**src/design/irpd_pkg.sv**
```systemverilog
// Package for the IR pulse-distance decoder: item and result types, register
// indexes, reset values and frame constants. No dependencies.
package irpd_pkg;

	localparam int TICK_W    = 16;
	localparam int FRAME_BITS = 32;
	localparam int BIT_CNT_W = $clog2(FRAME_BITS);
	localparam int NUM_BYTES = FRAME_BITS / 8;
	localparam int BYTE_IDX_W = $clog2(NUM_BYTES);
	localparam int CFG_IDX_W = 3;

	localparam logic [CFG_IDX_W-1:0] REG_LEAD_MIN = 3'd0;
	localparam logic [CFG_IDX_W-1:0] REG_LEAD_MAX = 3'd1;
	localparam logic [CFG_IDX_W-1:0] REG_ONE_MIN  = 3'd2;
	localparam logic [CFG_IDX_W-1:0] REG_ONE_MAX  = 3'd3;
	localparam logic [CFG_IDX_W-1:0] REG_ZERO_MIN = 3'd4;

	localparam logic [TICK_W-1:0] LEAD_MIN_RST = 16'd8000;
	localparam logic [TICK_W-1:0] LEAD_MAX_RST = 16'd14000;
	localparam logic [TICK_W-1:0] ONE_MIN_RST  = 16'd1450;
	localparam logic [TICK_W-1:0] ONE_MAX_RST  = 16'd3000;
	localparam logic [TICK_W-1:0] ZERO_MIN_RST = 16'd700;

	localparam logic [BIT_CNT_W-1:0] LAST_BIT = BIT_CNT_W'(FRAME_BITS - 1);

	typedef struct packed {
		logic [TICK_W-1:0] lead_min;
		logic [TICK_W-1:0] lead_max;
		logic [TICK_W-1:0] one_min;
		logic [TICK_W-1:0] one_max;
		logic [TICK_W-1:0] zero_min;
	} cfg_t;

	typedef struct packed {
		logic [TICK_W-1:0] interval;
	} interval_t;

	typedef struct packed {
		logic       frame_done;
		logic       frame_ok;
		logic [7:0] address_byte;
		logic [7:0] address_check_byte;
		logic [7:0] command_byte;
		logic [7:0] command_inverse_byte;
		logic       receiving;
	} result_t;

	// Classification of one interval against the windows.
	typedef struct packed {
		logic lead;
		logic one;
		logic zero;
	} bit_class_t;

endpackage

```
**src/design/irpd_stream_if.sv**
```systemverilog
// Valid/ready channel carrying one payload item per handshake.
// Depends on nothing; payload type is set by the instantiating code.
interface irpd_stream_if #(
	parameter type T = logic
);
	logic valid;
	logic ready;
	T     payload;

	modport source (output valid, output payload, input ready);
	modport sink   (input valid, input payload, output ready);
endinterface

```
**src/design/ir_pulse_distance_decoder_top.sv**
```systemverilog
// IR pulse-distance frame decoder, one result item per interval item.
// Path: an accepted interval passes the input register, then the result register; a stall
// on results can hold it in the input register. Frame state updates with the result register.
// Throughput: 1 item per cycle while results is ready; the compare-and-shift sits between the registers.
// Reset: windows return to their defaults, frame state and bytes clear.
module ir_pulse_distance_decoder_top (
	input  logic                           clk,
	input  logic                           arst_n,
	input  logic                           cfg_we,
	input  logic [irpd_pkg::CFG_IDX_W-1:0] cfg_index,
	input  logic [irpd_pkg::TICK_W-1:0]    cfg_data,
	irpd_stream_if.sink                    intervals,
	irpd_stream_if.source                  results
);

	irpd_pkg::cfg_t       cfg_q;
	logic                 valid_s1;
	irpd_pkg::interval_t  item_s1;
	logic                 out_valid_q;
	logic                 advance;
	irpd_pkg::bit_class_t cls;
	irpd_pkg::result_t    result_q;

	always_ff @(posedge clk or negedge arst_n) begin
		if (!arst_n) begin
			cfg_q.lead_min <= irpd_pkg::LEAD_MIN_RST;
			cfg_q.lead_max <= irpd_pkg::LEAD_MAX_RST;
			cfg_q.one_min  <= irpd_pkg::ONE_MIN_RST;
			cfg_q.one_max  <= irpd_pkg::ONE_MAX_RST;
			cfg_q.zero_min <= irpd_pkg::ZERO_MIN_RST;
		end else if (cfg_we) begin
			unique case (cfg_index)
				irpd_pkg::REG_LEAD_MIN: cfg_q.lead_min <= cfg_data;
				irpd_pkg::REG_LEAD_MAX: cfg_q.lead_max <= cfg_data;
				irpd_pkg::REG_ONE_MIN:  cfg_q.one_min  <= cfg_data;
				irpd_pkg::REG_ONE_MAX:  cfg_q.one_max  <= cfg_data;
				irpd_pkg::REG_ZERO_MIN: cfg_q.zero_min <= cfg_data;
				default: ;
			endcase
		end
	end

	// Move the staged item into the result register when that register frees up.
	assign advance         = valid_s1 && (!out_valid_q || results.ready);
	assign intervals.ready = !valid_s1 || advance;

	always_ff @(posedge clk or negedge arst_n) begin
		if (!arst_n) begin
			valid_s1    <= 1'b0;
			out_valid_q <= 1'b0;
		end else begin
			if (intervals.ready)
				valid_s1 <= intervals.valid;
			if (advance)
				out_valid_q <= 1'b1;
			else if (results.ready)
				out_valid_q <= 1'b0;
		end
	end

	always_ff @(posedge clk) begin
		if (intervals.valid && intervals.ready)
			item_s1 <= intervals.payload;
	end

	irpd_classify u_classify (
		.interval (item_s1.interval),
		.cfg      (cfg_q),
		.cls      (cls)
	);

	irpd_frame u_frame (
		.clk      (clk),
		.arst_n   (arst_n),
		.step     (advance),
		.cls      (cls),
		.result_q (result_q)
	);

	assign results.valid   = out_valid_q;
	assign results.payload = result_q;

	// A completed frame always closes it.
	a_done_closes: assert property (@(posedge clk) disable iff (!arst_n)
		out_valid_q && result_q.frame_done |-> !result_q.receiving)
		else $error("frame_done with receiving still set");

	// The check flag follows the command and inverse bytes, only on frame end.
	a_ok_matches: assert property (@(posedge clk) disable iff (!arst_n)
		out_valid_q |-> (result_q.frame_ok ==
			(result_q.frame_done &&
			 (result_q.command_byte == ~result_q.command_inverse_byte))))
		else $error("frame_ok inconsistent with bytes");

	// A staged item that cannot advance stays staged.
	a_stage_holds: assert property (@(posedge clk) disable iff (!arst_n)
		valid_s1 && !advance |=> valid_s1 && $stable(item_s1))
		else $error("staged interval lost under stall");

endmodule

```
**src/design/irpd_classify.sv**
```systemverilog
// Window compare of one interval against the leader, one and zero bounds.
// Depends on irpd_pkg.
module irpd_classify (
	input  logic [irpd_pkg::TICK_W-1:0] interval,
	input  irpd_pkg::cfg_t              cfg,
	output irpd_pkg::bit_class_t        cls
);

	// All bounds are exclusive; an empty or inverted window never matches.
	always_comb begin
		cls.lead = (interval > cfg.lead_min) && (interval < cfg.lead_max);
		cls.one  = (interval > cfg.one_min)  && (interval < cfg.one_max);
		cls.zero = (interval > cfg.zero_min) && (interval < cfg.one_min);
	end

endmodule

```
**src/design/irpd_frame.sv**
```systemverilog
// Frame state (in-frame flag, bit count, four shift bytes) and result register.
// Depends on irpd_pkg.
module irpd_frame (
	input  logic                 clk,
	input  logic                 arst_n,
	input  logic                 step,
	input  irpd_pkg::bit_class_t cls,
	output irpd_pkg::result_t    result_q
);

	logic                           in_frame_q;
	logic [irpd_pkg::BIT_CNT_W-1:0] bit_count_q;
	logic [7:0]                     bytes_q [irpd_pkg::NUM_BYTES];

	logic                            in_frame_d;
	logic [irpd_pkg::BIT_CNT_W-1:0]  bit_count_d;
	logic [7:0]                      bytes_d [irpd_pkg::NUM_BYTES];
	logic [irpd_pkg::BYTE_IDX_W-1:0] byte_idx;
	logic                            take_bit;
	logic                            done;
	irpd_pkg::result_t               result_d;

	assign byte_idx = bit_count_q[irpd_pkg::BIT_CNT_W-1 -: irpd_pkg::BYTE_IDX_W];
	assign take_bit = !cls.lead && in_frame_q && (cls.one || cls.zero);
	assign done     = take_bit && (bit_count_q == irpd_pkg::LAST_BIT);

	always_comb begin
		in_frame_d  = in_frame_q;
		bit_count_d = bit_count_q;
		bytes_d     = bytes_q;
		if (cls.lead) begin
			in_frame_d  = 1'b1;
			bit_count_d = '0;
		end else if (take_bit) begin
			// shift in LSB first: new bit enters at the top
			bytes_d[byte_idx] = {cls.one, bytes_q[byte_idx][7:1]};
			bit_count_d       = bit_count_q + 1'b1;
			if (done)
				in_frame_d = 1'b0;
		end
	end

	always_comb begin
		result_d.frame_done           = done;
		result_d.frame_ok             = done && (bytes_d[2] == ~bytes_d[3]);
		result_d.address_byte         = bytes_d[0];
		result_d.address_check_byte   = bytes_d[1];
		result_d.command_byte         = bytes_d[2];
		result_d.command_inverse_byte = bytes_d[3];
		result_d.receiving            = in_frame_d;
	end

	always_ff @(posedge clk or negedge arst_n) begin
		if (!arst_n) begin
			in_frame_q  <= 1'b0;
			bit_count_q <= '0;
			for (int i = 0; i < irpd_pkg::NUM_BYTES; i++)
				bytes_q[i] <= '0;
		end else if (step) begin
			in_frame_q  <= in_frame_d;
			bit_count_q <= bit_count_d;
			bytes_q     <= bytes_d;
		end
	end

	always_ff @(posedge clk) begin
		if (step)
			result_q <= result_d;
	end

endmodule
```
**src/flat_wrapper.sv**
```systemverilog
// flat-port wrapper written by rule: the top's interface ports become plain ports
module ir_pulse_distance_decoder_top_flat 
  (clk, arst_n, cfg_we, cfg_index, cfg_data, intervals_valid, intervals_payload, intervals_ready, results_valid, results_payload, results_ready);
  irpd_stream_if intervals_i ();
  irpd_stream_if results_i ();
  input  logic clk;
  input  logic arst_n;
  input  logic cfg_we;
  input  logic [irpd_pkg::CFG_IDX_W-1:0] cfg_index;
  input  logic [irpd_pkg::TICK_W-1:0] cfg_data;
  input wire logic [$bits(intervals_i.valid)-1:0] intervals_valid;
  input wire logic [$bits(intervals_i.payload)-1:0] intervals_payload;
  output wire logic [$bits(intervals_i.ready)-1:0] intervals_ready;
  output wire logic [$bits(results_i.valid)-1:0] results_valid;
  output wire logic [$bits(results_i.payload)-1:0] results_payload;
  input wire logic [$bits(results_i.ready)-1:0] results_ready;
  assign intervals_i.valid = intervals_valid;
  assign intervals_i.payload = intervals_payload;
  assign intervals_ready = intervals_i.ready;
  assign results_valid = results_i.valid;
  assign results_payload = results_i.payload;
  assign results_i.ready = results_ready;
  ir_pulse_distance_decoder_top u_core (.clk(clk), .arst_n(arst_n), .cfg_we(cfg_we), .cfg_index(cfg_index), .cfg_data(cfg_data), .intervals(intervals_i), .results(results_i));
endmodule
```
**config.mk**
```make
export PLATFORM = sky130hd
export DESIGN_NAME = ir_pulse_distance_decoder_top_flat
export DESIGN_NICKNAME = d
export VERILOG_FILES = /design/src/design/irpd_pkg.sv /design/src/design/irpd_stream_if.sv /design/src/design/ir_pulse_distance_decoder_top.sv /design/src/design/irpd_classify.sv /design/src/design/irpd_frame.sv /design/src/flat_wrapper.sv
export SDC_FILE = /design/constraint.sdc
export NUM_CORES = 1
export LEC_CHECK = 0
export BUFFER_PORTS_ARGS = -buffer_cell sky130_fd_sc_hd__buf_4
export CAP_MARGIN = 40
export CELL_PAD_IN_SITES_DETAIL_PLACEMENT = 1
export CELL_PAD_IN_SITES_GLOBAL_PLACEMENT = 2
export CORE_MARGIN = 4
export CORE_UTILIZATION = 30
export DETAILED_ROUTE_END_ITERATION = 10
export PLACE_DENSITY = 0.61
export SLEW_MARGIN = 20
export SYNTH_ARGS = -nofsm -noshare
export SYNTH_HDL_FRONTEND = slang
export SYNTH_SLANG_ARGS = --single-unit
```
**constraint.sdc**
```tcl
create_clock -name clk -period 2 [get_ports clk]
set_clock_uncertainty 0.1 [all_clocks]
set_input_delay 0.4 -clock clk [delete_from_list [all_inputs] [get_ports clk]]
set_output_delay 0.4 -clock clk [all_outputs]
set_load 0.02 [all_outputs]
```
* Word-level counts from Yosys, hierarchy flattened
Cells that the tools add are included.
Storage, ports and cells: register bits 90, output and inout port bits 3, word-level logic and storage cells 53
Operators by class: $add $sub $neg 1, order comparisons 6, eq/ne operators 5, multiplexer cells 7, reductions and logical operators 23
Operators with widths (number):
- $gt A1 B16 Y1 | 3
- $lt A1 B16 Y1 | 3
- $reduce_and A2 Y1 | 6
- $mux W5 | 2
- $logic_and A1 B1 Y1 | 8
- $eq A3 B2 Y1 const B | 2
- $add A5 B1 Y5 const B | 1
- $eq A5 B5 Y1 const B | 1
- $mux W1 | 5
- $reduce_bool A2 Y1 | 2
- $eq A3 B1 Y1 const B | 1
- $eq A3 B3 Y1 const B | 1
- $logic_not A1 Y1 | 3
- $logic_not A3 Y1 | 1
- $logic_or A1 B1 Y1 | 3

* Logic depth before layout (Yosys ltp)
Gate-level depths: netlist of run 1.
depth in word-level cells 9, gate-level depth with buffers 7, depth with buffers taken out 7

* Hierarchy
From an unflattened synthesis of run 1, not the netlist that was laid out.
Second synthesis, totals: cells, all modules 695, area, all modules 8580.7 um^2
By module, submodules not included:
- irpd_frame | instances 1, cells an instance 249, area each 3385.7 um^2, seq. area each 2001.9 um^2
- ir_pulse_distance_decoder_top | instances 1, cells an instance 183, area each 3236.9 um^2, seq. area each 2122.0 um^2
- irpd_classify | instances 1, cells an instance 263, area each 1958.1 um^2, seq. area each 0.0 um^2

* Worst setup path before layout of run 1
Ideal clock, no wire load.
path kind reg-to-reg, start register u_core.item_s1[0] in the netlist's numbering, end register u_core.u_frame.bit_count_q[0] in the netlist's numbering, library setup time 79 ps, arrival 1840 ps, required time 1821 ps, slack -19 ps, cell stages (with the launch flop) 8, buffers on the path 0, clock period less this slack 2019 ps, cell sequence edfxtp_1 -> inv_1 -> ha_1 -> nor4_1 -> nand3_1 -> or3_4 -> o22ai_4 -> mux2i_1
On the way: cells in the longest elaborated chain, start to end 7, elaborated cells on any way between the ends 16, those cells by class 6 x order compare; 1 x mux; 9 x reduce/logical
RTL lines:
- start: declaration | RTL line ir_pulse_distance_decoder_top.sv:18 | irpd_pkg::interval_t item_s1;
- start signal: assignment | RTL line ir_pulse_distance_decoder_top.sv:63 | item_s1 <= intervals.payload;
- $gt A1 B16 Y1 / $lt A1 B16 Y1 (equally long branches) | RTL line irpd_classify.sv:11 | cls.lead = (interval > cfg.lead_min) && (interval < cfg.lead_max);
- $logic_and A1 B1 Y1 | RTL line irpd_classify.sv:11
- $logic_not A1 Y1 | RTL line irpd_frame.sv:24 | assign take_bit = !cls.lead && in_frame_q && (cls.one || cls.zero);
- $logic_and A1 B1 Y1 (2 in series) | RTL line irpd_frame.sv:24
- $reduce_bool A2 Y1 (no line)
- $reduce_and A2 Y1 (no line)
- end signal: assignment | RTL line irpd_frame.sv:61 | bit_count_q <= bit_count_d;
- end: declaration | RTL line irpd_frame.sv:12 | logic [irpd_pkg::BIT_CNT_W-1:0] bit_count_q;
Parallel ways exist; a longest one is shown, timed or not. A chain may end at the register's enable or synchronous reset.

* Worst setup path in the final report of run 1
start register u_core.item_s1[0] in the netlist's numbering, end register, netlist name u_core.u_frame.result_q[0]
On the way: cells in the longest elaborated chain, start to end 9, elaborated cells on any way between the ends 17, those cells by class 6 x order compare; 3 x mux; 8 x reduce/logical
RTL lines:
- $gt A1 B16 Y1 / $lt A1 B16 Y1 (equally long branches) | RTL line irpd_classify.sv:11
- $logic_and A1 B1 Y1 | RTL line irpd_classify.sv:11
- $logic_not A1 Y1 | RTL line irpd_frame.sv:24
- $logic_and A1 B1 Y1 (2 in series) | RTL line irpd_frame.sv:24
- $logic_and A1 B1 Y1 | RTL line irpd_frame.sv:25 | assign done = take_bit && (bit_count_q == irpd_pkg::LAST_BIT);
- $mux W1 | RTL line irpd_frame.sv:38 | if (done)
- $mux W1 | RTL line irpd_frame.sv:34 | end else if (take_bit) begin
- $mux W1 (*) | RTL line irpd_frame.sv:31 | if (cls.lead) begin
- net u_core.u_frame.in_frame_d | RTL line irpd_frame.sv:15 | logic in_frame_d;
The timed path passes the listed nets; every way through them passes the cells marked *.

==> results of run 1 <==
[placed cells by master, fill, tap and decap left out, types with 2 or more instances in the layout]
cell type and n:
ha_4 2, edfxtp_1 2, nor2b_1 3, nor2_1 4
mux2_2 79, nand2b_1 4, ha_1 3, buf_4 44
nor4_1 9, dfrtp_1 56, dfstp_2 32, buf_12 5
or3_1 2, o2111ai_1 4, mux2i_1 5, nand3_2 2
nor3_1 4, inv_1 4, nor4_2 3, nand2_1 15
clkbuf_16 9, nor4_4 3, o211ai_1 2, or2_2 2
nand3_1 4, and3_1 2
[state kept, by name, indices dropped and copies added (netlist names)]
signal	count
u_core.u_frame.bit_count_q	5
u_core.u_frame.in_frame_q	1
u_core.cfg_q	80
u_core.results.valid	1
u_core.u_frame.result_q	1
u_core.item_s1	1
u_core.valid_s1	1
[worst paths after layout]
kind	cells after the start	end	slack, ps	startpoint
min	1	u_core.item_s1[0]	150	intervals_payload
min reg2reg	1	u_core.cfg_q[49]	400	u_core.cfg_q[49]
min in group asynchronous	2	u_core.cfg_q[12]	440	arst_n
max in group asynchronous	3	u_core.cfg_q[52]	770	arst_n
max	8	u_core.u_frame.result_q[0]	-80	u_core.item_s1[0]
max reg2reg	8	u_core.u_frame.result_q[0]	-80	u_core.item_s1[0]
[cell usage after synthesis (3+ instances only)]
| cell type | instances |
|---|---|
| buf_2 | 4 |
| clkbuf_1 | 3 |
| dfrtp_1 | 56 |
| dfstp_2 | 32 |
| ha_1 | 5 |
| inv_1 | 5 |
| mux2_2 | 79 |
| mux2i_1 | 5 |
| nand2_1 | 15 |
| nand2b_1 | 4 |
| nand3_1 | 6 |
| nor2_1 | 4 |
| nor2b_1 | 3 |
| nor3_1 | 4 |
| nor4_1 | 15 |
| o2111ai_1 | 4 |
| o21ai_0 | 3 |
[report_power, final]
part / internal, mW / switching [mW]
registers: 2.31 / 0.240
logic: 0.447 / 0.300
clock network: 1.01 / 0.725
total: 3.77 / 1.26
[cell families (layout without fill, tap and decap cells)]
family	Yosys count	count (layout)	share of synthesized area, %
AND/OR/NAND/NOR	65	65	9.63
buffers and inverters	12	72	1.30
flip-flops	90	90	59.8
adder cells (fa/ha/maj)	5	5	1.63
multiplexers	84	84	24.4
AO/OA/AOI/OAI	14	14	3.19
[critical path, cell delays in order (launching register included)]
cell and delay [ps]:
edfxtp_1 360, inv_2 60, buf_4 150, ha_4 160, nor4_4 260, and4_4 280
o211a_1 180, o21ai_2 60, a21bo_2 210
[metal layers]
metal | routed length (microns) | track usage, % | vias up
li1 | - | - | 1107
met1 | 4100 | 17.0 | 1260
met2 | 4620 | 22.2 | 21
met3 | 200 | 3.64 | 8
met4 | 135 | 4.41 | 0
met5 | 0 | 0 | -
[what timing repair did]
action	CTS	global route
endpoints found under the hold margin	24	0
hold buffers	1	0
gates resized for setup	7	12
setup endpoints to repair	7	7
buffers inserted	1	0
pin swaps	6	9
[cell type report]
cell class / instances / area [sq um] / area share (%)
clock buffer: 11 / 243 / 4.96
clock inverter: 5 / 62.6 / 1.28
inverter: 5 / 18.8 / 0.384
multi-input combinational: 168 / 1600 / 32.7
sequential: 90 / 2300 / 47.0
tap: 172 / 215 / 4.40
timing repair buffer: 51 / 452 / 9.23
==> flow_metrics.py, run 1 <==
metrics = {
    "die": {
        "core_sq_um": 12600,
        "num_rows": 41,
        "chipHeight_microns": 121,
        "die_w_microns": 121,
        "start_util_pct": 30.6,
        "dieArea_sq_um": 14700,
        "pin_count": 28,
    },
    "synth": {
        "synth_top_area_share_pct": 36.4,
        "yosys_warnings": 0,
        "async_flop_share_pct": 97.8,
        "ys.flop_type": "dfrtp_1",
        "synth_cell_type_count": 35,
        "synth_largest_area_cell": "dfrtp_1",
        "synth_edf_count": 2,
        "avgSynthCellArea_sq_um": 14.2,
        "ys_ff_latch": 90,
        "syn-num-nets": 300,
        "ys_top_cells_by_area": "dfrtp_1 (36%), mux2_2 (23%), dfstp_2 (22%)",
        "ys_seq_area_share_pct": 59.8,
        "synthCells": 270,
        "syn-cell-area_sq_um": 3850,
    },
    "placed_design": {
        "post-dp-hpwl_mm": 6.39,
        "place_congestion": 0.731,
        "dp.cells": 484,
        "pre_cts_ws_ps": -208,
        "io_buffers": 27,
        "place_area_sq_um": 4460,
    },
    "timing": {
        "rsz0062_at_grt": "true",
        "holdWs_ps": 145,
        "setup_slack_ps": -75.4,
        "worst-slew-pin-transition_ps": 417,
        "fin_crit_ps": 2080,
        "relSlewSlack_pct": 72.2,
        "fmax_ghz": 0.482,
        "drv_slew": 0,
        "setup-tns-final_ps": -230,
        "post-route-period-util_pct": 104,
        "hold_viol": 0,
        "setup_viol_count_final": 5,
    },
    "grt": {
        "grt_overflow": 0,
        "grt_pass1_wl_mm": 14.6,
        "grt_pass1_vias": 2592,
        "antenna_found_initial": 0,
        "track_usage_pct": 13.4,
        "grt_max_degree": 35,
    },
    "critical_path": {
        "crit_type": "reg2reg",
        "arrival_ps": 2080,
        "cp_data_required_time_ps": 2000,
        "end_kind": "register",
        "crit_path_start_kind": "register",
        "critPathMaxFanout": 3,
    },
    "detailed_routing": {
        "vias_per_cell": 4.77,
        "avgRoutedWirePerCell_microns": 18.0,
        "drtPass1Iterations": 3,
        "ant_nets": 0,
        "drt-total-wl_mm": 9.05,
        "drc": 0,
        "vias": 2396,
        "first_iter_violations": 60,
    },
    "status": {
        "status": "finished with violations",
        "violations": "negative setup slack",
    },
    "job": {
        "max-cap-violations": 0,
    },
    "cts": {
        "cts_max_level": 3,
        "clk_pin_slew_ps": 60,
        "clk_latency_ps": 350,
        "cts_buffers": 9,
        "clock_path_buffers": 2,
        "cts.sinks": 90,
        "cts_tree": "done",
        "clockRootBuffer": "clkbuf_16",
    },
    "finish": {
        "fin_nets": 355,
        "stdcell_count": 502,
        "drive_above_1_share_pct": 59.7,
        "final_area_sq_um": 4890,
        "area_delta_synth_final_pct": 27.2,
        "fillerInstances": 1330,
        "utilization_pct": 38.9,
        "n_antenna_cell": 0,
    },
    "power_and_ir_drop": {
        "power.leakage_nw": 1.98,
        "power_density_nw_per_um2": 1030,
        "ir_drop_v": 0.000489,
        "p_total_mw": 5.03,
    },
    "min_path": {
        "hp-class": "in2reg",
    },
}
Note: power is estimated with default switching activity, not from simulation.
==> run 2, diff against run 1 <==
==> constraint.sdc (replaced) <==
create_clock -name clk -period 2 [get_ports clk]
set_clock_uncertainty 0.1 [all_clocks]
set_input_delay 0.4 -clock clk [delete_from_list [all_inputs] [get_ports clk]]
set_output_delay 0.4 -clock clk [all_outputs]
set_load 0.1 [all_outputs]
==> run 2 against run 1 <==
Net effect: the flow finishes with violations (negative hold slack, negative setup slack); design area grew 0.23%; cell count increased by 0.40%; global-route usage down 0.50 points; first-iteration DRC count decreased by 25%; power down 0.69%; sequential cell count did not move; critical path depth unchanged; non-clock buffer count up 2; critical path type unchanged; critical endpoint is now u_core.u_frame.bit_count_q[2]; largest cell class unchanged; largest power group unchanged.
==> flow_metrics.py, run 2 (same netlist as run 1, synthesis figures left out) <==
metrics = {
    "cts": {
        "cts_tree": "done",
        "postCtsHoldBufs": 0,
        "cts.sinks": 90,
        "clk_latency_ps": 340,
        "clk_pin_slew_ps": 60,
        "clockRootBuffer": "clkbuf_16",
        "cts_max_level": 3,
        "cts_buffers": 9,
        "clock_path_buffers": 2,
    },
    "status": {
        "status": "finished with violations",
        "violations": "negative hold slack, negative setup slack",
    },
    "placed_design": {
        "place_congestion": 0.726,
        "dp.cells": 484,
        "post-dp-hpwl_mm": 6.20,
        "place_area_sq_um": 4470,
        "io_buffers": 27,
    },
    "timing": {
        "relSlewSlack_pct": 64.0,
        "hold_viol": 6,
        "fmax_ghz": 0.487,
        "setup-tns-final_ps": -196,
        "rsz0062_at_grt": "true",
        "post-route-period-util_pct": 103,
        "setup_slack_ps": -51.8,
        "drv_slew": 0,
        "holdWs_ps": -31.3,
        "setup_viol_count_final": 5,
        "worst-slew-pin-transition_ps": 536,
        "fin_crit_ps": 2050,
    },
    "grt": {
        "grt_overflow": 0,
        "grt_pass1_vias": 2595,
        "antenna_found_initial": 0,
        "grt_pass1_wl_mm": 14.2,
        "grt_max_degree": 89,
        "track_usage_pct": 12.9,
    },
    "die": {
        "chipHeight_microns": 121,
        "num_rows": 41,
        "start_util_pct": 30.6,
        "pin_count": 28,
        "die_w_microns": 121,
        "dieArea_sq_um": 14700,
        "core_sq_um": 12600,
    },
    "critical_path": {
        "cp_data_required_time_ps": 2160,
        "crit_path_start_kind": "register",
        "critPathMaxFanout": 3,
        "crit_type": "reg2reg",
        "arrival_ps": 2210,
        "end_kind": "register",
    },
    "detailed_routing": {
        "drt-total-wl_mm": 8.80,
        "avgRoutedWirePerCell_microns": 17.5,
        "vias": 2365,
        "vias_per_cell": 4.69,
        "first_iter_violations": 45,
        "drtPass1Iterations": 4,
        "ant_nets": 0,
        "drc": 0,
    },
    "finish": {
        "layout_commonest_cell": "mux2_2",
        "largest-register": "u_core.cfg_q",
        "area_delta_synth_final_pct": 27.5,
        "n_antenna_cell": 0,
        "reg.largest.list": "u_core.cfg_q (80), u_core.u_frame.bit_count_q (5)",
        "final_area_sq_um": 4900,
        "largest_reg_flops": 80,
        "final_cell_mix": "mux2_2 (79), dfrtp_1 (55), buf_4 (48), dfstp_2 (32), nand2_1 (14)",
        "drive_above_1_share_pct": 61.1,
        "fin_nets": 357,
        "stdcell_count": 504,
    },
    "power_and_ir_drop": {
        "power_density_nw_per_um2": 1020,
        "ir_drop_v": 0.000544,
        "p_total_mw": 5.00,
        "power.leakage_nw": 2.00,
    },
    "min_path": {
        "hp-class": "in2async",
    },
    "job": {
        "max-cap-violations": 0,
    },
}
run 2: changes by cell type in the layout (fill, tap and decap cells not counted), sizes merged:
cell / previous run / this run
buf: 50 / 53
bufinv: 1 / 0
clkbuf: 11 / 15
clkinv: 2 / 1
clkinvlp: 1 / 0
dlygate4sd3: 1 / 0
inv: 6 / 5
run 2: final timing paths:
kind,slack (ps),start,end,cells after the start
min reg2reg,400,u_core.cfg_q[77],u_core.cfg_q[77],1
max,-50,u_core.item_s1[0],u_core.u_frame.bit_count_q[2],8
min,-30,arst_n,u_core.u_frame.in_frame_q,2
min in group clk,160,intervals_payload,u_core.item_s1[0],1
max reg2reg,-50,u_core.item_s1[0],u_core.u_frame.bit_count_q[2],8
max in group asynchronous,1410,arst_n,u_core.cfg_q[25],2
run 2: stage by stage:
stage	utilization, %	worst slack (ps)
2_1_floorplan	-	3.56
3_3_place_gp	35.6	-83.5
3_5_place_dp	35.6	-176
4_1_cts	38.2	-99.1
5_1_grt	39.0	-186
6_report	39.0	-51.8
run 2: routing by layer:
layer,up-vias,wire length (microns),global-route usage (%)
met4,0,87,3.78
li1,1103,-,-
met3,5,251,3.78
met5,-,0,0
met1,1235,4080,16.6
met2,22,4380,21.1
run 2: power breakdown:
group	internal [mW]	switching (mW)	total [mW]
registers	2.31	0.228	2.54
clock network	1.01	0.673	1.68
logic	0.441	0.336	0.776
total	3.76	1.24	5.00
run 2: worst max-delay path, stage by stage, from the launching register on:
cell,delay (ps)
edfxtp_1,400
inv_2,100
ha_4,210
nor4_4,210
nand3_2,130
or3_4,380
buf_4,160
o32ai_4,90
mux2i_1,210
run 2: cell type report:
type	instances	area, sq um
repair buffers	53	460
multi-input cells	168	1600
clock buffers	15	298
flip-flops and latches	90	2300
inverters	5	18.8
well taps	172	215
fillers	1311	7660
clock inverters	1	5.00
run 2: timing repair:
action | in CTS | in global routing
pin swaps | 6 | 4
endpoints found under the setup margin | 6 | 7
gates resized for setup | 4 | 14
setup buffers | 1 | 3
hold endpoints to repair | 0 | 0
==> run 3, diff against run 2 <==
==> constraint.sdc (replaced) <==
create_clock -name clk -period 2 [get_ports clk]
set_clock_uncertainty 0.1 [all_clocks]
set_input_delay 0.3 -clock clk [delete_from_list [all_inputs] [get_ports clk]]
set_output_delay 0.3 -clock clk [all_outputs]
set_load 0.1 [all_outputs]
==> run 3 against run 2 <==
Net effect: the run ends with negative setup slack left; worst setup slack worse by 33 ps; count of clock-buffer cells in the layout down 3; non-clock buffer count did not move; critical path depth stayed put; utilization grew 0.14 points; combinational power rose by 2.8%; via count rose by 1.4%; cell count stayed put; first-iteration DRC count rose by 22%; sequential cell count unchanged; critical path type unchanged; largest power group unchanged; highest routed layer unchanged.
==> flow_metrics.py, run 3 (same netlist as run 1, synthesis figures left out) <==
metrics = {
    "timing": {
        "setup_slack_ps": -84.7,
        "worst-slew-pin-transition_ps": 546,
        "fin_crit_ps": 2080,
        "post-route-period-util_pct": 104,
        "relSlewSlack_pct": 63.3,
        "fmax_ghz": 0.480,
        "setup_viol_count_final": 5,
        "drv_slew": 0,
        "rsz0062_at_grt": "true",
        "hold_viol": 0,
        "setup-tns-final_ps": -304,
    },
    "placed_design": {
        "place_congestion": 0.771,
        "place_area_sq_um": 4470,
        "dp.cells": 484,
        "post-dp-hpwl_mm": 6.35,
        "io_buffers": 27,
    },
    "detailed_routing": {
        "drtPass1Iterations": 4,
        "ant_nets": 0,
        "drt-total-wl_mm": 9.07,
        "vias_per_cell": 4.76,
        "avgRoutedWirePerCell_microns": 18.0,
        "vias": 2397,
        "drc": 0,
        "first_iter_violations": 55,
    },
    "cts": {
        "clock_path_buffers": 2,
        "clk_pin_slew_ps": 60,
        "clk_latency_ps": 340,
        "cts_buffers": 9,
        "clockRootBuffer": "clkbuf_16",
        "cts.sinks": 90,
        "cts_tree": "done",
        "cts_max_level": 3,
    },
    "critical_path": {
        "crit_path_start_kind": "register",
        "rrSetupSlack_ps": -80,
        "critPathMaxFanout": 3,
        "crit_type": "reg2reg",
        "arrival_ps": 2090,
        "rr_endpoint": "u_core.u_frame.result_q[0]",
        "crit_start": "u_core.item_s1[0]",
        "worstSetupEndpoint": "u_core.u_frame.result_q[0]",
        "cp_data_required_time_ps": 2000,
        "end_kind": "register",
        "worst_r2r_path_depth": 8,
        "r2r-start": "u_core.item_s1[0]",
    },
    "min_path": {
        "holdPathStages": 1,
        "hp-class": "in2reg",
    },
    "finish": {
        "reg.largest.list": "u_core.cfg_q (80), u_core.u_frame.bit_count_q (5)",
        "drive_above_1_share_pct": 60.5,
        "final_area_sq_um": 4920,
        "final_cell_mix": "mux2_2 (79), dfrtp_1 (55), buf_4 (46), dfstp_2 (32), nand2_1 (14)",
        "n_antenna_cell": 0,
        "stdcell_count": 504,
        "layout_commonest_cell": "mux2_2",
        "fin_nets": 357,
        "area_delta_synth_final_pct": 27.9,
        "utilization_pct": 39.2,
        "fillerInstances": 1313,
        "largest-register": "u_core.cfg_q",
        "largest_reg_flops": 80,
    },
    "die": {
        "pin_count": 28,
        "chipHeight_microns": 121,
        "die_w_microns": 121,
        "num_rows": 41,
        "start_util_pct": 30.6,
        "core_sq_um": 12600,
        "dieArea_sq_um": 14700,
    },
    "grt": {
        "grt_pass1_wl_mm": 14.5,
        "grt_overflow": 0,
        "grt_pass1_vias": 2609,
        "antenna_found_initial": 0,
        "track_usage_pct": 13.3,
        "grt_max_degree": 46,
    },
    "power_and_ir_drop": {
        "comb_power_share_pct": 15.7,
        "power.switching_mw": 1.28,
        "intPower_mw": 3.80,
        "power_density_nw_per_um2": 1030,
        "switching_share_pct": 25.2,
        "pwr-share-seq_pct": 49.9,
        "p_total_mw": 5.08,
        "power_frac_clock_pct": 34.4,
        "power.leakage_nw": 2.00,
        "ir_drop_v": 0.000488,
    },
    "status": {
        "violations": "negative setup slack",
        "status": "finished with violations",
    },
    "job": {
        "max-cap-violations": 0,
    },
}
[run 3: cell types whose count changed in the layout (fill, tap and decap cells not counted), sizes merged]
| cell | change |
|---|---|
| clkbuf | -3 |
| clkinv | +2 |
| buf | -1 |
| bufinv | +1 |
| dlygate4sd3 | +1 |
[run 3: area by class of cell]
class	instances	area, sq um	share of cell area, %
Clock inverter	4	48.8	0.991
Clock buffer	12	258	5.24
Sequential cell	90	2300	46.8
Timing Repair Buffer	53	467	9.48
Multi-Input combinational cell	168	1610	32.7
Tap cell	172	215	4.37
Inverter	5	18.8	0.381
[run 3: power by group through the flow]
stage	Combinational (mW)	Sequential [mW]	Clock (mW)
CTS	0.784	2.52	1.81
floorplan	0.471	2.50	0
global route	0.882	2.59	1.90
global placement	0.737	2.53	0
finish	0.798	2.53	1.75
detailed placement	0.757	2.54	0
[run 3: how the worst min path moves through the flow]
stage	startpoint	endpoint	slack (ps)
after CTS	intervals_payload	u_core.item_s1[0]	40
after global routing	intervals_payload	u_core.item_s1[0]	30
after global placement	arst_n	u_core.u_frame.bit_count_q[4]	160
final	intervals_payload	u_core.item_s1[0]	50
after detailed placement	arst_n	u_core.u_frame.bit_count_q[4]	160
after floorplan	arst_n	u_core.cfg_q[0]	-100
[run 3: what timing repair did]
item                                    CTS  global route
hold endpoints to repair                 20             0
hold buffers                              1             0
buffers inserted                          1             2
endpoints found under the setup margin    6             7
pin swaps                                 5            10
gates resized for setup                   5            15
[run 3: critical path: stages (launching register included)]
cell and delay (ps):
edfxtp_1 380, inv_2 60, buf_4 140, ha_4 150, nor4_4 270, and4_4 280, o211a_1 190, o21ai_2 60
a21bo_2 190
[run 3: layer usage]
| layer | wire, microns | GRT usage [%] |
|---|---|---|
| met1 | 4120 | 17.3 |
| met2 | 4570 | 21.8 |
| met3 | 217 | 2.66 |
| met4 | 157 | 5.67 |
| met5 | 0 | 0 |
[run 3: through the flow]
stage	setup slack, ps	hold slack (ps)
3_5_place_dp	-204	160
4_1_cts	-93.4	42.6
3_3_place_gp	-82.4	163
5_1_grt	-177	34.6
6_report	-84.7	48.5
2_1_floorplan	3.56	-95.6
